==> src/brw_ram.sv <==
// ----------------------------------------------------------------------------
// brw_ram
// Generic single-port synchronous RAM with registered read.
// ----------------------------------------------------------------------------
module brw_ram #(
  parameter int unsigned Width = 8,
  parameter int unsigned Depth = 16
) (
  input  logic                             clk_i,
  input  logic                             we_i,
  input  logic [$clog2(Depth > 1 ? Depth : 2)-1:0] addr_i,
  input  logic [Width-1:0]                 wdata_i,
  output logic [Width-1:0]                 rdata_o
);

  logic [Width-1:0] mem_q [Depth];

  always_ff @(posedge clk_i) begin
    if (we_i) begin
      mem_q[addr_i] <= wdata_i;
    end
    rdata_o <= mem_q[addr_i];
  end

endmodule

==> config.mk <==
export PLATFORM = sky130hd
export DESIGN_NAME = brw_ram
export DESIGN_NICKNAME = d
export VERILOG_FILES = /design/src/brw_ram.sv
export SDC_FILE = /design/constraint.sdc
export NUM_CORES = 1
export LEC_CHECK = 0
export BUFFER_PORTS_ARGS = -buffer_cell sky130_fd_sc_hd__buf_4
export CAP_MARGIN = 5
export CORE_MARGIN = 2
export CORE_UTILIZATION = 50
export DETAILED_ROUTE_END_ITERATION = 16
export HOLD_SLACK_MARGIN = 0.03
export PLACE_DENSITY = 0.7
export SKIP_CTS_REPAIR_TIMING = 1
export SKIP_LAST_GASP = 1
export SYNTH_ARGS = -nofsm -noshare
export SYNTH_HDL_FRONTEND = slang
export SYNTH_SLANG_ARGS = --single-unit
export TNS_END_PERCENT = 30
==> constraint.sdc <==
create_clock -name clk_i -period 1.9 [get_ports clk_i]
set_input_delay 0.285 -clock clk_i [delete_from_list [all_inputs] [get_ports clk_i]]
set_output_delay 0.285 -clock clk_i [all_outputs]
set_load 0.02 [all_outputs]
Word level (Yosys, flattened, before mapping)
Memories as Yosys holds them, arrays and structs flattened. A register that Yosys moved wholly into a read port is not among the register bits.
Index checks and enable logic that the tools add are counted.
{"block": "word_totals", "register_bits": 0, "mem_count": 1, "word_cells": 3, "out_inout_bits": 8, "mem_bits_rw": 128, "inputBits": 14}
{"block": "classes", "muxes": 2}
{"name": "mem_q", "words": 16, "word_bits": 8, "read_ports": 1, "rd_clocked_by_memory_dff": 1, "write_ports": 1, "line_no": "16", "rtl": "logic [Width-1:0] mem_q [Depth];"}
{"operator": "two-way mux 1 bit", "count": 2}

Logic depth before layout (Yosys ltp)
{"block": "logic_depth", "ltp_word": 2, "mapped_depth": 5, "mapped_depth_nobuf": 3}

Worst setup path before layout
OpenSTA, ideal clock, no wires.
{"block": "synth_timing", "path_type": "input to register", "from": "input port addr_i[2] (netlist bit)", "to": "memory mem_q[0][0] (enable)", "path_slack_ns": 0.122, "stages": 2, "arrival_ns": 1.395, "setup_ns": 0.383, "path_cell_list": "or3b_2 nor3_1"}
{"item": "start, declared", "line_no": "11", "rtl": "input logic [$clog2(Depth > 1 ? Depth : 2)-1:0] addr_i,"}
{"item": "end, declared", "line_no": "16"}
No word-level cell before the write port.

==> run summary <==
CTS Buffer Depth - 2
Flop pwr share - 47.4%
count of input and output buffers - 21
vias after detailed routing - 2441
Gate power share - 5.1%
Layout area overhead - 22.2%
worst hold path type - primary input to flop
die height - 105 um
worst rel slew slack - 49.3%
Syn Inst Count - 230
Buf/Inv on CP - 0
Worst-Skew Late Latency - 0.52 ns
VDD IR max - 0.607 mV
max-slew violations - 0
DRT Pass-1 Iters - 4
grt ovf - 0
H-Tree Depth - 4
largest net degree at the start of global routing - 25
crit-path cells - mux4_2, a22oi_1, nand2_1
Worst path max stage delay - 0.50 ns
RSZ-0062 raised after global routing - false
Cell Area, Synth - 5070 sq um
GP Congestion - 0.809
internal cell power - 5690 uW
hold path startpoint - wdata_i[1]
DR WL/cell - 22.1 um
ANT nets after route - 0
startpoint types - flop
footprint of the multi-input gates - 1000 sq um
non-filler cells, final - 435
# clock sinks - 136
status - finished, final reports clean
Reg2Reg Depth - 3
skew final - 0.00601 ns
DP Area - 5570 sq um
slowest CP cell - mux4_2
hold_ws - 0.0708 ns
Starting Density - 51.6%
Hold EP - mem_q[10][1]
Yosys warning total - 0
Crit. path cell count - 3
worst reg2reg endpoint - rdata_o[6]
Die W - 105 um
FP Rows - 36
root buf cell - clkbuf_8
global-route wire length before repair - 15200 um
HPWL Detailed - 6190 um
Period minus WS final - 1.36 ns
Inst Count DP - 403
Core Area - 9820 sq um
Mean Syn Cell Area - 22.0 sq um
Sw Ratio - 20.1%
WHS Path Cells - 1
Worst Path Required - 2.28 ns
CTS clk-pin slew, worst paths - 0.06 ns
PwrDens - 1150 nW/um^2
Residual DRC - 0
Crit Path Class - flop to flop
final hold viol count - 0
Reg area - 4000 sq um
initial antenna violation count - 0
maxcap violations - 0
post-synth cell types - 18
most common cell after layout, fill and taps aside - edfxtp_1
vias in the first global route - 2634
cell area after layout - 6190 sq um
Seq/Total Area, Yosys - 79.0%
n_diodes - 0
Static Leak - 0.00209 uW
total track usage - 19.5%
commonest cells after routing, fill and taps aside - edfxtp_1, buf_4, mux4_2
# IOs - 22
setup violators final - 0
Detailed Route WL - 9620 um
setup TNS - 0 ns
Iter 0 DRT Violations - 160
TritonCTS Buffers - 17
WP data arrival - 1.74 ns
syn nets - 244
critical-path maximum fanout - 1
Final Core Density - 63.1%
upper clock frequency limit - 0.737 GHz
Tightest Pin Transition - 0.757 ns
layout cells sized above 1 - 38.4%
nets - 303
Worst R2R Start - mem_q[7][6]
fillers - 693
Via density - 5.61
Psw - 1430 uW
Die Area - 11000 sq um
CTS tree - built
FF+latch count, synth - 136
cell family with most CP delay - multiplexers
crit end category - flop
flop2flop setup slack - 0.54 ns
clock power share - 47.5%
Final period util - 71.4%
-- state kept, by name, indices dropped and copies added, names as in the netlist --
| register | count |
|---|---|
| rdata_o | 8 |
| mem_q | 128 |
-- Yosys cell counts, drive strengths merged --
cell	count	area [sq um]
a22oi	16	120
or3b	1	8.76
dfxtp	8	160
nor2b	2	12.5
and2	1	6.26
mux4	32	721
nand3b	2	15.0
edfxtp	128	3840
clkbuf	3	12.5
nor3	4	20.0
nor2	13	48.8
nand3	1	5.00
buf	8	47.5
nand2b	2	12.5
nand2	9	33.8
-- power by group through the flow --
stage / clock [uW] / combinational [uW] / sequential (uW)
after CTS: 3440 / 369 / 3370
after floorplan: 0 / 173 / 3460
final: 3390 / 362 / 3370
after global placement: 0 / 361 / 3430
after global routing: 3570 / 392 / 3380
after detailed placement: 0 / 367 / 3440
-- worst reg2reg max path, cell delays in order (launching register included) --
cell and delay (ns):
edfxtp_1 0.37, mux4_2 0.50, a22oi_1 0.23, nand2_1 0.13
-- cell families (layout without fill, tap and decap cells) --
kind of cell / after synthesis / count (layout) / synth area share, %
and+or+nand+nor: 35 / 35 / 3.21
buffers and inverters: 11 / 83 / 1.19
DFF: 136 / 136 / 79.0
muxes: 32 / 32 / 14.2
AOI/OAI and AO/OA: 16 / 16 / 2.37
-- metal layers --
metal  global-route usage, %  wire, um
met1                    26.8      3960
met2                    30.4      4800
met3                    5.74       723
met4                    6.38       144
met5                       0         0
-- final cells by class --
cell class | count | share of cell area (%)
repair buffers | 51 | 6.39
multi-input cells | 83 | 16.2
flip-flops and latches | 136 | 64.7
well taps | 133 | 2.69
clock inverters | 14 | 3.15
clock buffers | 18 | 6.91
-- worst max-delay path by stage --
stage / slack, ns / start / to
floorplan: 0.12 / addr_i[2] / mem_q[0][0]
global placement: 0.10 / addr_i[0] / rdata_o[6]
finish: 0.54 / mem_q[7][6] / rdata_o[6]
global route: 0.48 / mem_q[3][3] / rdata_o[3]
detailed placement: 0.07 / addr_i[0] / rdata_o[0]
CTS: 0.54 / mem_q[3][3] / rdata_o[3]
-- through the flow --
| stage | power [uW] | setup WS, ns |
|---|---|---|
| 2_1_floorplan | 3630 | 0.122 |
| 3_3_place_gp | 3800 | 0.102 |
| 3_5_place_dp | 3800 | 0.0744 |
| 4_1_cts | 7180 | 0.542 |
| 5_1_grt | 7340 | 0.478 |
| 6_report | 7120 | 0.543 |
No activity file was read; power rests on OpenSTA's default activity.
