File: config.mk
export PLATFORM = sky130hd
export DESIGN_NAME = brw_divider
export DESIGN_NICKNAME = d
export VERILOG_FILES = /design/src/brw_pkg.sv /design/src/brw_divider.sv
export SDC_FILE = /design/constraint.sdc
export NUM_CORES = 1
export LEC_CHECK = 0
export ABC_AREA = 1
export BUFFER_PORTS_ARGS = -buffer_cell sky130_fd_sc_hd__buf_2
export CORE_ASPECT_RATIO = 2
export CORE_UTILIZATION = 28
export DETAILED_ROUTE_END_ITERATION = 16
export PLACE_DENSITY = 0.43
export REMOVE_ABC_BUFFERS = 1
export SLEW_MARGIN = 20
export SYNTH_ARGS = -nofsm -noshare
export SYNTH_HDL_FRONTEND = slang
export SYNTH_SLANG_ARGS = --single-unit
File: constraint.sdc
create_clock -name clk_i -period 3.2 [get_ports clk_i]
set_input_delay 0.16 -clock clk_i [delete_from_list [all_inputs] [get_ports clk_i]]
set_output_delay 0.16 -clock clk_i [all_outputs]
set_load 0.1 [all_outputs]
File: src/brw_pkg.sv
// ----------------------------------------------------------------------------
// brw_pkg
// Shared types and constants of the bounded random-walk proposal unit.
// ----------------------------------------------------------------------------
package brw_pkg;

  localparam int unsigned ElemCount = 16;
  localparam int unsigned AddrW     = (ElemCount > 1) ? $clog2(ElemCount) : 1;
  localparam int unsigned CfgIdxW   = 3;

  localparam logic [1:0] KIND_LOAD    = 2'd0;
  localparam logic [1:0] KIND_PROPOSE = 2'd1;
  localparam logic [1:0] KIND_ACCEPT  = 2'd2;
  localparam logic [1:0] KIND_REJECT  = 2'd3;

  localparam logic [CfgIdxW-1:0] REG_LOWER    = 3'd0;
  localparam logic [CfgIdxW-1:0] REG_UPPER    = 3'd1;
  localparam logic [CfgIdxW-1:0] REG_LOWER_ON = 3'd2;
  localparam logic [CfgIdxW-1:0] REG_UPPER_ON = 3'd3;
  localparam logic [CfgIdxW-1:0] REG_CIRCULAR = 3'd4;

  // Memory word: current value, previous value, step size.
  localparam int unsigned WordW = 32 + 32 + 31;

  typedef struct packed {
    logic        start;
    logic [33:0] dividend;
    logic [33:0] divisor;
  } div_req_t;

  typedef struct packed {
    logic        done;
    logic [33:0] rem;
  } div_rsp_t;

  function automatic logic signed [31:0] sat32(input logic signed [34:0] v);
    if (v > 35'sd2147483647) begin
      return 32'sh7fffffff;
    end else if (v < -35'sd2147483648) begin
      return 32'sh80000000;
    end
    return v[31:0];
  endfunction

endpackage

File: src/brw_divider.sv
// ----------------------------------------------------------------------------
// brw_divider
// Restoring remainder unit, one quotient bit per cycle over 34 bits.
// ----------------------------------------------------------------------------
module brw_divider
  import brw_pkg::*;
(
  input  logic     clk_i,
  input  logic     rst_ni,
  input  div_req_t req_i,
  output div_rsp_t rsp_o
);

  logic [33:0] rem_q, rem_d, quo_q, quo_d, dvs_q, dvs_d;
  logic [5:0]  cnt_q, cnt_d;
  logic        busy_q, busy_d, done_q, done_d;
  logic [34:0] trial;

  always_comb begin
    rem_d  = rem_q;
    quo_d  = quo_q;
    dvs_d  = dvs_q;
    cnt_d  = cnt_q;
    busy_d = busy_q;
    done_d = 1'b0;
    trial  = {rem_q, quo_q[33]} - {1'b0, dvs_q};
    if (req_i.start) begin
      rem_d  = '0;
      quo_d  = req_i.dividend;
      dvs_d  = req_i.divisor;
      cnt_d  = 6'd34;
      busy_d = 1'b1;
    end else if (busy_q) begin
      quo_d = {quo_q[32:0], 1'b0};
      if (!trial[34]) begin
        rem_d = trial[33:0];
      end else begin
        rem_d = {rem_q[32:0], quo_q[33]};
      end
      cnt_d = cnt_q - 6'd1;
      if (cnt_q == 6'd1) begin
        busy_d = 1'b0;
        done_d = 1'b1;
      end
    end
  end

  always_ff @(posedge clk_i or negedge rst_ni) begin
    if (!rst_ni) begin
      busy_q <= 1'b0;
      done_q <= 1'b0;
      cnt_q  <= '0;
    end else begin
      busy_q <= busy_d;
      done_q <= done_d;
      cnt_q  <= cnt_d;
    end
  end

  always_ff @(posedge clk_i) begin
    rem_q <= rem_d;
    quo_q <= quo_d;
    dvs_q <= dvs_d;
  end

  assign rsp_o.done = done_q;
  assign rsp_o.rem  = rem_q;

endmodule

* Word-level counts from Yosys, hierarchy flattened
Index checks and enable logic that the tools add are counted.
** Storage, ports and cells
- Input bits :: 71
- Output and inout port bits :: 35
- Word-level logic and storage cells :: 21
- Register bits :: 110
** Cells by class
- Equal/unequal tests :: 1
- Add/subtract/negate cells :: 2
- Mux-type cells :: 11
- Reduce and logical (&&, ||, !) cells :: 1
** Operators by type and width (count)
- 34-bit two-way mux :: 3
- 35-bit by 34-bit subtractor with 35-bit output :: 1
- 6-bit two-way mux :: 2
- 6-bit by 1-bit equality test with 1-bit output, second input constant :: 1
- 1-bit two-way mux :: 6
- 6-bit by 1-bit subtractor with 6-bit output, second input constant :: 1
- 2-bit nonzero test :: 1

* Logic depth before layout (Yosys ltp)
Gate-level depths: netlist of run 1.
- Word-level depth :: 4
- Gate-level depth with buffers :: 18
- Depth with buffers taken out :: 18

* Least setup slack after synthesis of run 1
OpenSTA, ideal clock, no wires.
- Path kind :: reg2reg
- From :: reg rem_q[0]
- To :: reg rem_q[1]
- Period minus slack after synthesis :: 2756 ps
- Data arrival time :: 2640 ps
- Buffers on the path :: 1
- Required time :: 3084 ps
- Stages on the path, launching flop included :: 16
- Slack :: 444 ps
- Path through :: dfxtp_1 > inv_1 > fa_1 > inv_1 > nand3_2 > nand3_2 > nand2_2 > nand2_4 > nand2_4 > nand2_4 > nand2_4 > nand2_8 > buf_6 > nand2_1 > nand3_1 > nand2_1
** Between the ends
- Word-level cells in the longest chain between the ends :: 2
** RTL lines
- start: declaration :: RTL line brw_divider.sv:14 : logic [33:0] rem_q, rem_d, quo_q, quo_d, dvs_q, dvs_d;
- start signal: assignment :: RTL line brw_divider.sv:61 : rem_q <= rem_d;
- 35-bit by 34-bit subtractor with 35-bit output :: RTL line brw_divider.sv:26 : trial = {rem_q, quo_q[33]} - {1'b0, dvs_q};
- 34-bit two-way mux (*) :: RTL line brw_divider.sv:35 : if (!trial[34]) begin
Every way passes the cells marked *; elsewhere a longest branch is shown, timed or not.
A chain may end at the register's enable or synchronous reset.

* Worst setup path after layout of run 1
- From :: reg quo_q[33]
- To :: reg rem_q[28]
** Between the ends
- Word-level cells in the longest chain between the ends :: 2
** RTL lines
- start: declaration :: RTL line brw_divider.sv:14
- start signal: assignment :: RTL line brw_divider.sv:62 : quo_q <= quo_d;
- 35-bit by 34-bit subtractor with 35-bit output :: RTL line brw_divider.sv:26
- 34-bit two-way mux :: RTL line brw_divider.sv:35
Every way passes these cells.

==> results summary, run 1 <==
The run finished with clean final reports. The mean area per synthesized cell came out at 7.03 µm². Internal power comes to 3.21 mW. The reported max-cap violation count is 0. Net switching is 49.2% of the power. The total buffers and inverters traversed by the critical path is 3. Tracing the worst setup path back leads to its startpoint at quo_q[33].

Once layout is complete, the utilization of the core stands at 34.5%. The share of async-settable or async-resettable flops after synthesis is 7.27%. The worst hold margin came out at 0.0372 ns. The kind of capture point of the worst setup path is a flop.

The setup TNS after final layout is 0 ns. The clock transition at the registers of the reported paths is 0.08 ns. The data required time at the worst endpoint is 3.49 ns. IR analysis of the VDD net gives a maximum drop of 0.000317 V. The total placed cells including tap cells came out at 1466.

After synthesis, the largest area contributor takes up 28.1% of total cell area. For this run, the slowest stage of the critical path takes 0.41 ns. The initial core utilization came out at 28.5%.

The power density of the placed cells came out at 717 mW/mm². The power dissipated by switching net loads came out at 3.11 mW. The synthesized netlist contains 37 unique library cells. The count of clock tree sinks is 110. Synthesis produced 1034 cells. The flip-flop and latch count after synthesis came out at 110. After the last flow step, the layout net total stands at 1280. The average wire per cell in the routed design came out at 14.7 µm.

The initial antenna violation count is 0. The via count of the routed design is 6556. The number of antenna repair diodes is 0. The final critical delay including setup and external delays is 2.52 ns. The number of global-route vias before repair is 6851.

The most frequently used flop master after synthesis is edfxtp_1. The setup-violating endpoint count in the final report is 0. The worst hold path belongs to the class primary input to flop. After floorplanning, the core was divided into 83 placement rows.

After detailed routing, the number of remaining DRC violations is 0. CTS placed an instance of clkbuf_16 at the clock tree root. TritonCTS built the clock tree. The placed wire-length estimate after detailed placement is 17600 µm. In this run the remaining antenna-violating nets after routing total 0.

Dividing the detail-routed via count by the number of cells gives 4.32. In this run the critical register-to-register path is captured at rem_q[28]. edfxtp_1 takes more of the synthesized area than any other cell. After synthesis, the cell types taking the most area are edfxtp_1 28%, nand2_1 22%, inv_1 9.7%, dfxtp_1 9.4%, ha_1 6.2%. The classification of the worst setup path is flop to flop. The violation count after the first detailed-routing iteration is 212. The worst setup path endpoint is rem_q[28]. The final routed wirelength across all metal layers came out at 22300 µm. Data on the critical path arrives at its endpoint at 2.81 ns. For met2 alone, demand over resource in global routing was 36.9%.

The post-route fraction of the period consumed by the critical path came out at 78.8%. The met1 usage is 15.9%. In this run the tightest slew margin relative to its limit is 59.1%. Setup repair after global routing left no endpoint under its margin.

The source-to-sink clock delay at the later pin of the worst-skew pair came out at 0.39 ns. The library cell appearing most often on the critical path is nand2_1. The highest clock rate is 396 MHz. Post-CTS timing repair inserted 0 buffers for setup. The hold violation count in the final report came out at 0. The number of placed I/O pins is 106. The layer flagged by global routing as most heavily used is met2. Of all nets on the critical path, the largest fanout is 4. Of the total power, combinational logic draws 50.6%. The placeable core region came out at 0.0255 mm². Yosys printed 0 warnings. Yosys instantiated no cell more often than nand2_1.

The cell count of the worst reg-to-reg path came out at 17. The portion of total power attributed to the clock network came out at 19.6%. The aggregate global-route resource usage came out at 18.2%. The post-route non-filler standard cell count is 1517. The largest buffer count on any clock path is 2. The die area came out at 0.0267 mm². The worst register-to-register path begins at quo_q[33]. The analysis attributes to cell leakage a power of 4.84 nW. The first-pass iteration count of the detailed router is 4. The deepest level of the CTS H-tree came out at 3. The commonest cells after synthesis are 421 x nand2_1, 187 x inv_1, 68 x edfxtp_1, 65 x nand3_1, 54 x nor2_1. The die span in x came out at 116 µm. The register-to-register setup slack is 0.68 ns. The slowest stage of the critical path belongs to the cell fa_1. The maximum number of pins on one net before global-route repair came out at 53. The cell area that synthesis handed to floorplanning was 0.00727 mm². The worst setup path is launched from a flop. For met3 alone, demand over resource in global routing was 3.19%. The measured slew at the worst slew-check pin is 0.614 ns. The clock skew after layout is 0.0108 ns. The CTS buffer count came out at 9.

Routability-driven placement finished with a final weighted congestion of 0.875. The synthesis-to-finish area growth came out at 21.4%. Sequential elements use 40.2% of the synthesized area. The fraction of final layout cells sized beyond drive strength 1 came out at 14.4%. After global routing the overflow that remains totals 0. The cell family contributing the most delay on the critical path is simple AND/OR/NAND/NOR gates. The cell count along the critical path came out at 17. In this run, flip-flops and latches consume 29.8% of the power. The number of pins with negative max-slew slack in the final report is 0. Port buffering added 105 buffers. The startpoint identified for the worst hold timing path is req_i[34]. The synthesized design contains 68 enable-type register cells. Walking the worst path, the cells encountered are inv_1 -> ha_1 -> fa_1 -> inv_1 -> nand3_1 -> nand3_1 -> nand2_1 -> nand2_1 -> nand2_1 -> nand2_1 -> nand2_1 -> nand3_1 -> nand2_1 -> inv_1 -> nand2_1 -> nand3_1 -> nand2_1. The global-route wire length before repair came out at 35500 µm. From bottom edge to top edge, the die measures 230 µm.
cell type report:
type                            instances  area, µm²
Clock buffer                           10        250
Fill cell                            2894      16700
Multi-Input combinational cell        711       3490
Inverter                              192        721
Sequential cell                       110       2920
Tap cell                              340        425
Timing Repair Buffer                  148        948
Clock inverter                          6       66.3
worst min-delay path, cell delays in order:
cell	delay [ns]
buf_2	0.07
nand2_1	0.04
inv_1	0.04
metrics by stage:
step / worst slack, ns / power (mW) / area [µm²]
final: 0.678 / 6.33 / 8830
after floorplan: 0.333 / 4.27 / 7130
after global routing: 0.425 / 6.78 / 8830
after CTS: 0.615 / 6.46 / 8830
after global placement: 0.656 / 5.13 / 8160
after detailed placement: 0.639 / 5.14 / 8160
placed cells by master, fill, tap and decap left out, types with 8 or more instances in the layout:
cell type      synthesis  layout
nand2_1              421     421
inv_1                187     187
buf_2                  2     105
edfxtp_1              68      68
nand3_1               65      65
nor2_1                54      53
ha_1                  36      36
dlygate4sd3_1          0      35
dfxtp_1               34      34
a21oi_1               33      33
o21ai_0               18      18
nand2_2               14      14
xnor2_1               14      14
nand4_1               10      10
clkbuf_16              0      10
dfrtp_1                8       8
metal layers:
| metal | vias up | wire length [µm] |
|---|---|---|
| met5 | - | 0 |
| met4 | 0 | 978 |
| met3 | 35 | 608 |
| met2 | 114 | 13300 |
| met1 | 2940 | 7410 |
| li1 | 3467 | - |
power by group through the flow:
stage                     combinational [mW]  clock, mW  sequential (mW)
after floorplan                         1.58          0             2.68
after global placement                  3.21          0             1.92
final                                   3.20       1.24             1.89
after global routing                    3.52       1.34             1.92
after detailed placement                3.22          0             1.93
after CTS                               3.26       1.30             1.90
how the worst min path moves through the flow:
stage               endpoint  depth (start not counted)  slack [ns]
global route        quo_q[0]                          3        0.03
finish              quo_q[0]                          3        0.04
detailed placement    done_q                          1        0.02
CTS                 quo_q[0]                          3        0.01
floorplan             busy_q                          0       -0.14
global placement      done_q                          1        0.02
registers in the layout (all words and copies together) (netlist names):
| register | count |
|---|---|
| busy_q | 1 |
| done_q | 1 |
| rem_q | 34 |
| cnt_q | 6 |
| dvs_q | 34 |
| quo_q | 34 |
timing repair:
| item | CTS | global route |
|---|---|---|
| resized for setup | 0 | 0 |
| setup endpoints to repair | 0 | 0 |
| hold endpoints to repair | 42 | 0 |
| hold buffers | 35 | 0 |
cell families after synthesis:
family	share of synthesized area (%)
simple gates	34.1
buf+inv	11.8
xor+xnor	2.05
compound gates	5.39
fa+ha+maj	6.47
flops	40.2
(Power assumes the default switching activity.)
==> run 2: changes to the inputs <==
PLACE_DENSITY = 0.45   (was 0.43)
clock period = 2.3 ns   (was 3.2 ns; I/O delays follow)
==> run 2 against run 1 <==
Effect of this change:
- wire length rose by 12%
- clock skew up 0.0012 ns
- register-to-register slack got worse by 0.62 ns
- power up 64%
- combinational power increased by 90%
- largest cell class unchanged
==> results summary, run 2 (synthesis gave the netlist of run 1 again) <==
The run finished with clean final reports. The CTS tree is yes. The final critical-path setup slack is 0.0550 ns (-0.623 ns).

The maximum number of pins on one net before global-route repair came out at 39 (-26%). The reported max-cap violation count came out at 0 (unchanged). The multi-input logic area is 0.00405 mm² (+16%). The worst-case vdd ir drop is 0.000516 V (+63%). The data required time at the worst endpoint came to 2.56 ns (-0.93 ns).

The static leakage power is 5.48 nW (+13%). The worst slack at placement is -0.244 ns (-0.882 ns). The worst setup path is launched from a flop. The power density of the placed cells is 997 mW/mm² (+39%). The final critical delay including setup and external delays came out at 2.24 ns (-0.277 ns). The average wire per cell in the routed design came out at 15.3 µm (+3.9%). The setup TNS after final layout came out at 0 ns (unchanged).

The CTS buffer count is 9 (unchanged). The placed wire-length estimate after detailed placement came out at 18200 µm (+3.3%). The worst-path maximum fanout was 8 (+4).

The global-route wire length before repair is 37500 µm (+5.6%). The deepest level of the CTS H-tree came out at 3 (unchanged). The met3 demand-to-capacity share in global routing came to 3.40% (+0.21 points). The aggregate global-route resource usage was 19.2% (+1.1 points).

The number of placed I/O pins came out at 106 (unchanged). The combined flip-flop and latch cell area is 0.00292 mm² (unchanged). The source-to-sink clock delay at the later pin of the worst-skew pair is 0.38 ns (about the same). The layout filler cell count came to 2802 (-3.2%). The global routing's busiest layer is met2. The setup-violating endpoint count in the final report is 0 (unchanged).

The number of global-route vias before repair is 7436 (+8.5%). The initial core utilization is 28.5% (unchanged). The worst slew margin relative to its limit is 64.7% (+5.6 points). The library cells used most frequently in the layout, excluding fill and tap cells, are 380 x nand2_1, 183 x inv_1, 105 x buf_2. The sum of internal, switching and leakage power is 10.4 mW (+64%).

The net count reported at finish is 1399 (+9.3%). The clock skew after layout was 0.0121 ns (+0.00124 ns). The count of clock tree sinks came out at 110 (unchanged). The worst hold margin is 0.0317 ns (-0.00550 ns). The violation count after the first detailed-routing iteration is 224 (+5.7%). The die span in x is 116 µm (unchanged). The initial antenna violation count is 0 (unchanged).

The number of antenna repair diodes was 0 (unchanged). The final routed wirelength across all metal layers is 25000 µm (+12%). The measured slew at the worst slew-check pin is 0.529 ns (-0.0842 ns). The number of remaining DRC errors came to 0 (unchanged). The count of cells along the worst hold path was 3 (unchanged). The number of input and output port buffers inserted came out at 105 (unchanged). The highest clock rate came out at 445 MHz (+12%). The met1 usage came out at 16.0% (+0.084 points). The commonest non-fill, non-tap cell in the layout is nand2_1. The sum of overflow across all layers after global routing came to 0 (unchanged). The via count of the routed design was 7190 (+9.7%).

The standard-cell row count came out at 83 (unchanged). In the final layout, the registers with the most flip-flops are dvs_q x34, quo_q x34, rem_q x34. The endpoint arrival time on the critical path is 2.51 ns (-0.30 ns). The classification of the worst setup path is flop to flop.

The register-to-register setup slack was 0.06 ns (-0.62 ns). The hold violation count in the final report came out at 0 (unchanged). The weighted congestion at the end of routability-driven global placement came to 0.897 (+2.5%). The synthesis-to-finish area growth came out at 42.9%.

The path class of the tightest hold or removal check is primary input to flop. The post-route antenna net violation count is 0 (unchanged). The post-route fraction of the period consumed by the critical path is 97.6% (+19 points). The met2 capacity usage during global routing came out at 39.2% (+2.3 points).

The largest buffer count on any clock path was 2 (unchanged). The number of pins with negative max-slew slack in the final report is 0 (unchanged). The average via count per standard cell came out at 4.39 (+1.7%). The die area was 0.0267 mm² (unchanged).

The clock transition at the registers of the reported paths was 0.07 ns (about the same). The worst setup path is captured at a flop. The fraction of final layout cells sized beyond drive strength 1 is 26.9% (+12 points). The height of the chip came out at 230 µm (unchanged). The cell count of the worst reg-to-reg path came to 15 (-2).

The cell at the root of the clock tree is clkbuf_16. Setup repair after global routing could not meet its margin everywhere. The first-pass iteration count of the detailed router is 4 (unchanged).

The placeable core region came out at 0.0255 mm² (unchanged).
[run 2: changes by cell type in the layout (fill, tap and decap cells not counted), moves of 12 or more]
cell,before,now
buf_4,7,89
dlygate4sd3_1,35,61
ha_1,36,21
ha_4,0,13
nand2_1,421,380
nand2_2,14,48
nand3_1,65,50
nand3_2,4,16
[run 2: what timing repair did]
item | 4_1_cts | 5_1_grt
endpoints found under the hold margin | 68 | 0
setup buffers | 3 | 8
resized for setup | 10 | 101
cloned | 4 | 4
hold buffers | 61 | 0
endpoints found under the setup margin | 27 | 34
pin swaps | 2 | 45
[run 2: final timing paths]
kind | start | end
max in group asynchronous | rst_ni | busy_q
hold / removal | req_i[47] | quo_q[13]
min in group asynchronous | rst_ni | cnt_q[5]
hold reg to reg | rem_q[11] | rem_q[11]
setup / recovery | dvs_q[0] | rem_q[7]
setup reg to reg | dvs_q[0] | rem_q[7]
[run 2: through the flow]
step                utilization [%]  cells  area [µm²]
global placement               34.2   1540        8730
finish                         40.7   1636       10400
CTS                            38.3   1624        9790
global route                   40.7   1636       10400
floorplan                         -   1013        7130
detailed placement             34.2   1540        8730
[run 2: report_power, final]
part,switching [mW],internal [mW]
Sequential,0.206,2.39
Combinational,3.96,2.13
Clock,0.766,0.917
[run 2: routing by layer]
metal,up-vias,share of wire [%]
met2,150,59
met4,0,6.1
met1,3280,33
met5,-,0
li1,3704,-
met3,56,2.6
[run 2: final cells by class]
type	count	share of cell area (%)
multi-input cells	715	39.0
inverters	192	6.93
well taps	340	4.09
flip-flops and latches	110	28.1
clock inverters	4	0.506
repair buffers	263	18.9
clock buffers	12	2.48
[run 2: worst max-delay path: stages (launching register included)]
cell and delay [ns]:
edfxtp_1 0.37, ha_2 0.21, fa_2 0.38, inv_2 0.08, nand3_2 0.10, nand3_4 0.11
nand2_4 0.06, nand2_4 0.06, nand2_4 0.08, nand2_4 0.12, nand2_4 0.08, nand2_8 0.15
buf_12 0.16, nand2_1 0.06, nand3_1 0.07, nand2_1 0.05
